[src/hdl/wlcf_ram.sv]
module wlcf_ram #(
	parameter int unsigned WIDTH = 8,
	parameter int unsigned DEPTH = 16
) (
	input  logic                     clk,
	input  logic                     we,
	input  logic [$clog2(DEPTH)-1:0] waddr,
	input  logic [WIDTH-1:0]         wdata,
	input  logic [$clog2(DEPTH)-1:0] raddr,
	output logic [WIDTH-1:0]         rdata
);

	logic [WIDTH-1:0] mem [DEPTH];

	always_ff @(posedge clk) begin
		if (we) begin
			mem[waddr] <= wdata;
		end
		rdata <= mem[raddr];
	end

endmodule

[config.mk]
export PLATFORM = sky130hd
export DESIGN_NAME = wlcf_ram
export DESIGN_NICKNAME = d
export VERILOG_FILES = /design/src/hdl/wlcf_ram.sv
export SDC_FILE = /design/constraint.sdc
export NUM_CORES = 1
export LEC_CHECK = 0
export BUFFER_PORTS_ARGS = -buffer_cell sky130_fd_sc_hd__buf_2
export CAP_MARGIN = 20
export CORE_MARGIN = 2
export CORE_UTILIZATION = 40
export DETAILED_ROUTE_END_ITERATION = 16
export PLACE_DENSITY = 0.61
export SETUP_SLACK_MARGIN = 0.05
export SLEW_MARGIN = 10
export SYNTH_ARGS = -nofsm -noshare
export SYNTH_HDL_FRONTEND = slang
export SYNTH_SLANG_ARGS = --single-unit
[constraint.sdc]
create_clock -name clk -period 3.39 [get_ports clk]
set_input_delay 0.339 -clock clk [delete_from_list [all_inputs] [get_ports clk]]
set_output_delay 0.339 -clock clk [all_outputs]
set_load 0.01 [all_outputs]
After elaboration in Yosys (flattened, before gate mapping):

Memory sizes are Yosys's and may differ from the RTL's. A register that Yosys moved wholly into a read port is not among the register bits.
Cells that the tools add are included.

* mux-type cells: 2

Operator list (number)
* two-way mux 1 bit: 2

* flip-flop bits (word level): 0
* RAM bits: 128
* output and inout port bits: 8
* word-level logic and storage cells: 3
* memories: 1

Memory list
* mem: words 16, bits a word 8, read ports 1, clocked after Yosys merged registers in 1, wr ports 1, line 13 `logic [WIDTH-1:0] mem [DEPTH];`

Longest topological paths before layout:

* depth after elaboration: 2
* gate-level depth with buffers: 5
* depth with buffers taken out: 3

Worst setup path before layout:

Ideal clock, no wire load.

* path type: input port to flip-flop
* from: input port waddr[2]
* to: memory mem[0][0], enable pin
* data arrival time: 1.449 ns
* data required time: 3.007 ns
* slack: 1.558 ns
* stages: 2
* path buffers: 0
* path through: or3b_2 > nor3_1

RTL lines
* start, declared: line 7 `input logic [$clog2(DEPTH)-1:0] waddr,`
* end, declared: line 13

No word-level cell before the write port.

==> flow_summary.html <==
<table>
<tr><th>Metric</th><th>Value</th></tr>
<tr><th colspan="2">Synth</th></tr>
<tr><td>Syn. warnings</td><td>0</td></tr>
<tr><td>Count of state elements after synthesis</td><td>136</td></tr>
<tr><td>Biggest area contributors in the synthesized netlist</td><td>sky130_fd_sc_hd__edfxtp_1 (75%), sky130_fd_sc_hd__mux4_2 (7.9%), sky130_fd_sc_hd__mux4_1 (7.1%), sky130_fd_sc_hd__dfxtp_1 (3.1%), sky130_fd_sc_hd__a22oi_1 (2.3%)</td></tr>
<tr><td>Mean cell area of the mapped netlist</td><td>22.5 um2</td></tr>
<tr><td>Number of distinct library cell variants in the gate-level netlist after synthesis</td><td>19</td></tr>
<tr><td>Cell type contributing the most total cell area after synthesis</td><td>sky130_fd_sc_hd__edfxtp_1</td></tr>
<tr><td>Post-synthesis instance area</td><td>5150 um2</td></tr>
<tr><td>Top cell type's share of synthesized area</td><td>74.7%</td></tr>
<tr><td>Post-Synthesis Cells</td><td>229</td></tr>
<tr><td>Synth Net Count</td><td>247</td></tr>
<tr><td>Register area share after synthesis</td><td>77.8%</td></tr>
<tr><th colspan="2">Placement</th></tr>
<tr><td>Cell area after placement</td><td>5440 um2</td></tr>
<tr><td>HPWL after detailed placement</td><td>5790 um</td></tr>
<tr><td>Number of buffers inserted by port buffering</td><td>25</td></tr>
<tr><td>Routability cong.</td><td>0.698</td></tr>
<tr><th colspan="2">STA</th></tr>
<tr><td>Hold Fails Final Rpt</td><td>0</td></tr>
<tr><td>Fmax</td><td>622 MHz</td></tr>
<tr><td>Final worst path period share</td><td>47.4%</td></tr>
<tr><td>Final number of setup-violating endpoints</td><td>0</td></tr>
<tr><td>Number of pins exceeding their max-slew limit in the final report</td><td>0</td></tr>
<tr><td>Summed negative setup slack over all endpoints</td><td>0 ns</td></tr>
<tr><td>Final critical path time including I/O delays and setup</td><td>1.61 ns</td></tr>
<tr><td>RSZ-0062 raised after global routing</td><td>no</td></tr>
<tr><td>Worst relative slew slack</td><td>35.6%</td></tr>
<tr><td>Worst Clk Skew</td><td>0.00945 ns</td></tr>
<tr><td>Worst slew pin tran</td><td>0.962 ns</td></tr>
<tr><th colspan="2">CTS</th></tr>
<tr><td>Buffer levels on the longest clock path</td><td>2</td></tr>
<tr><td>Clock tree from TritonCTS</td><td>done</td></tr>
<tr><td>Hold buffers post-CTS</td><td>0</td></tr>
<tr><td>Number of H-tree branching levels</td><td>4</td></tr>
<tr><td>Clock root buffer</td><td>sky130_fd_sc_hd__clkbuf_16</td></tr>
<tr><td>Clk sink count</td><td>136</td></tr>
<tr><td>Setup Fix Bufs, Post-CTS</td><td>0</td></tr>
<tr><td>TritonCTS Buffers</td><td>17</td></tr>
<tr><td>Resized Gates After CTS</td><td>0</td></tr>
<tr><td>Clock-pin slew of the registers on the worst-case setup and hold paths</td><td>0.05 ns</td></tr>
<tr><td>Clock latency at the later pin of the worst-skew pair</td><td>0.41 ns</td></tr>
<tr><th colspan="2">Floorplanning</th></tr>
<tr><td>Initial standard-cell utilization of the core</td><td>41.0%</td></tr>
<tr><td>Overall die width</td><td>117 um</td></tr>
<tr><td>Core area</td><td>12,600 um2</td></tr>
<tr><td>Number of top-level pins</td><td>26</td></tr>
<tr><td>Number of rows created at floorplan</td><td>41</td></tr>
<tr><td>Floorplan die area</td><td>13,800 um2</td></tr>
<tr><td>Die Span Y</td><td>117 um</td></tr>
<tr><th colspan="2">Final layout</th></tr>
<tr><td>Most used cells in the layout excluding fill and tap cells</td><td>sky130_fd_sc_hd__edfxtp_1 (128), sky130_fd_sc_hd__buf_2 (25), sky130_fd_sc_hd__mux4_2 (18)</td></tr>
<tr><td>Final non-filler cell area</td><td>6010 um2</td></tr>
<tr><td>Most common library cell in the layout ignoring fill and taps</td><td>sky130_fd_sc_hd__edfxtp_1</td></tr>
<tr><td>Post-layout nets</td><td>286</td></tr>
<tr><td>Proportion of layout cells with a drive suffix above 1</td><td>26.3%</td></tr>
<tr><td>Post-synthesis to final-layout area growth</td><td>16.8%</td></tr>
<tr><th colspan="2">Critical path</th></tr>
<tr><td>Worst path required time</td><td>3.68 ns</td></tr>
<tr><td>Crit path kind</td><td>in -&gt; reg</td></tr>
<tr><td>Cell-by-cell listing of the critical path</td><td>buf_2, buf_4, mux4_2, a22oi_1, nand2_1</td></tr>
<tr><td>Max incr delay on CP</td><td>0.57 ns</td></tr>
<tr><td>CP endpoint kind</td><td>register</td></tr>
<tr><td>Slowest CP cell</td><td>sky130_fd_sc_hd__mux4_2</td></tr>
<tr><td>CP arrival</td><td>1.89 ns</td></tr>
<tr><td>Largest fanout on the critical path</td><td>32</td></tr>
<tr><td>Startpoint type of the worst setup path</td><td>input pin</td></tr>
<tr><th colspan="2">Global route</th></tr>
<tr><td>Maximum number of pins on one net before global-route repair</td><td>33</td></tr>
<tr><td>Number of antenna violations at the first check in global routing</td><td>1</td></tr>
<tr><td>First-pass GRT wire length</td><td>14,500 um</td></tr>
<tr><td>Global-route usage over all layers</td><td>14.7%</td></tr>
<tr><td>Via count of the first global-routing pass</td><td>2,481</td></tr>
<tr><td>Gr ovfl total</td><td>0</td></tr>
<tr><th colspan="2">Power and ir drop</th></tr>
<tr><td>IR Drop Worst-Case VDD</td><td>266 uV</td></tr>
<tr><td>Power per standard cell area</td><td>630 nW/um2</td></tr>
<tr><td>Static power due to leakage</td><td>2.00 nW</td></tr>
<tr><th colspan="2">Routing</th></tr>
<tr><td>Final routed DRC violation total</td><td>0</td></tr>
<tr><td>Vias</td><td>2,348</td></tr>
<tr><td>Avg WL per Cell</td><td>20.2 um</td></tr>
<tr><td>Starting DRC count in detailed routing</td><td>143</td></tr>
<tr><td>Length of the first detailed-routing pass in iterations</td><td>4</td></tr>
<tr><td>Number of vias per cell</td><td>5.17</td></tr>
<tr><td>Final wirelength</td><td>9180 um</td></tr>
<tr><td>Antenna Violating Nets Remaining</td><td>0</td></tr>
<tr><th colspan="2">Job</th></tr>
<tr><td>Max cap viols</td><td>0</td></tr>
<tr><th colspan="2">Hold path</th></tr>
<tr><td>Worst Hold Class</td><td>in -&gt; reg</td></tr>
<tr><th colspan="2">Run status</th></tr>
<tr><td>Result of the run</td><td>complete, no violations</td></tr>
</table>
-- per-stage QoR --
| stage | utilization (%) | hold WS (ns) | power, mW | setup WS [ns] | instances |
|---|---|---|---|---|---|
| after floorplan | - | 0.438 | 2.02 | 1.56 | 229 |
| after global placement | 43.3 | 0.654 | 2.09 | 1.31 | 421 |
| after detailed placement | 43.3 | 0.660 | 2.09 | 1.33 | 421 |
| after CTS | 47.8 | 0.308 | 3.82 | 1.76 | 453 |
| after global routing | 47.8 | 0.323 | 3.90 | 1.66 | 453 |
| final | 47.8 | 0.319 | 3.78 | 1.78 | 454 |
-- where the power goes --
group	leakage (nW)	total, mW	switching (mW)	internal, mW
Clock	0.279	1.73	0.604	1.12
Sequential	1.22	1.89	0.0120	1.88
Combinational	0.496	0.163	0.0946	0.0683
-- synth_stat cells --
cell	instances
sky130_fd_sc_hd__clkdlybuf4s25_2	3
sky130_fd_sc_hd__and2_1	1
sky130_fd_sc_hd__buf_6	3
sky130_fd_sc_hd__mux4_2	18
sky130_fd_sc_hd__nand2_1	9
sky130_fd_sc_hd__buf_4	1
sky130_fd_sc_hd__nand3b_1	2
sky130_fd_sc_hd__nor2b_1	1
sky130_fd_sc_hd__nand3_1	1
sky130_fd_sc_hd__a22oi_1	16
sky130_fd_sc_hd__mux4_1	14
sky130_fd_sc_hd__dfxtp_1	8
sky130_fd_sc_hd__edfxtp_1	128
sky130_fd_sc_hd__or3b_2	1
sky130_fd_sc_hd__nand2b_1	2
sky130_fd_sc_hd__nor3_1	4
sky130_fd_sc_hd__and2b_1	1
sky130_fd_sc_hd__nor2_1	13
sky130_fd_sc_hd__buf_2	3
-- kinds of logic after synthesis --
family | after synthesis | synth area share, %
multiplexers | 32 | 15.0
AND/OR/NAND/NOR | 35 | 3.18
AO/OA/AOI/OAI | 16 | 2.33
flip-flops | 136 | 77.8
buffers and inverters | 10 | 1.68
-- cell type report --
cell class,count,area (um2)
fillers,1051,6560
flip-flops and latches,136,4000
multi-input cells,83,1060
clock buffers,29,531
well taps,172,215
repair buffers,30,163
clock inverters,3,38.8
diodes,1,2.50
-- sequential cells by signal, indices dropped and copies added (netlist names) --
signal	count
mem	128
rdata	8
-- worst max-delay path, delay by kind of cell --
kind            cells  cell delay (ns)
mux                 1             0.57
buf+inv             2             0.54
compound gates      1             0.31
simple gates        1             0.10
-- final timing paths --
path | startpoint | endpoint | slack [ns] | cells after the start
setup / recovery | raddr[0] | rdata[7]$_DFF_P_ | 1.78 | 5
hold / removal | wdata[5] | mem[9][5]$_DFFE_PP_ | 0.32 | 1
setup reg to reg | mem[3][7]$_DFFE_PP_ | rdata[7]$_DFF_P_ | 2.05 | 3
hold reg to reg | mem[13][6]$_DFFE_PP_ | rdata[6]$_DFF_P_ | 0.67 | 3
-- per-layer routing --
layer | up-vias | global-route usage [%] | part of all wire (%)
met4 | 0 | 6.02 | 1.9
met2 | 66 | 23.0 | 50
met5 | - | 0 | 0
li1 | 1056 | - | -
met1 | 1208 | 19.1 | 42
met3 | 18 | 4.67 | 6.0
No activity file was read; power rests on OpenSTA's default activity.
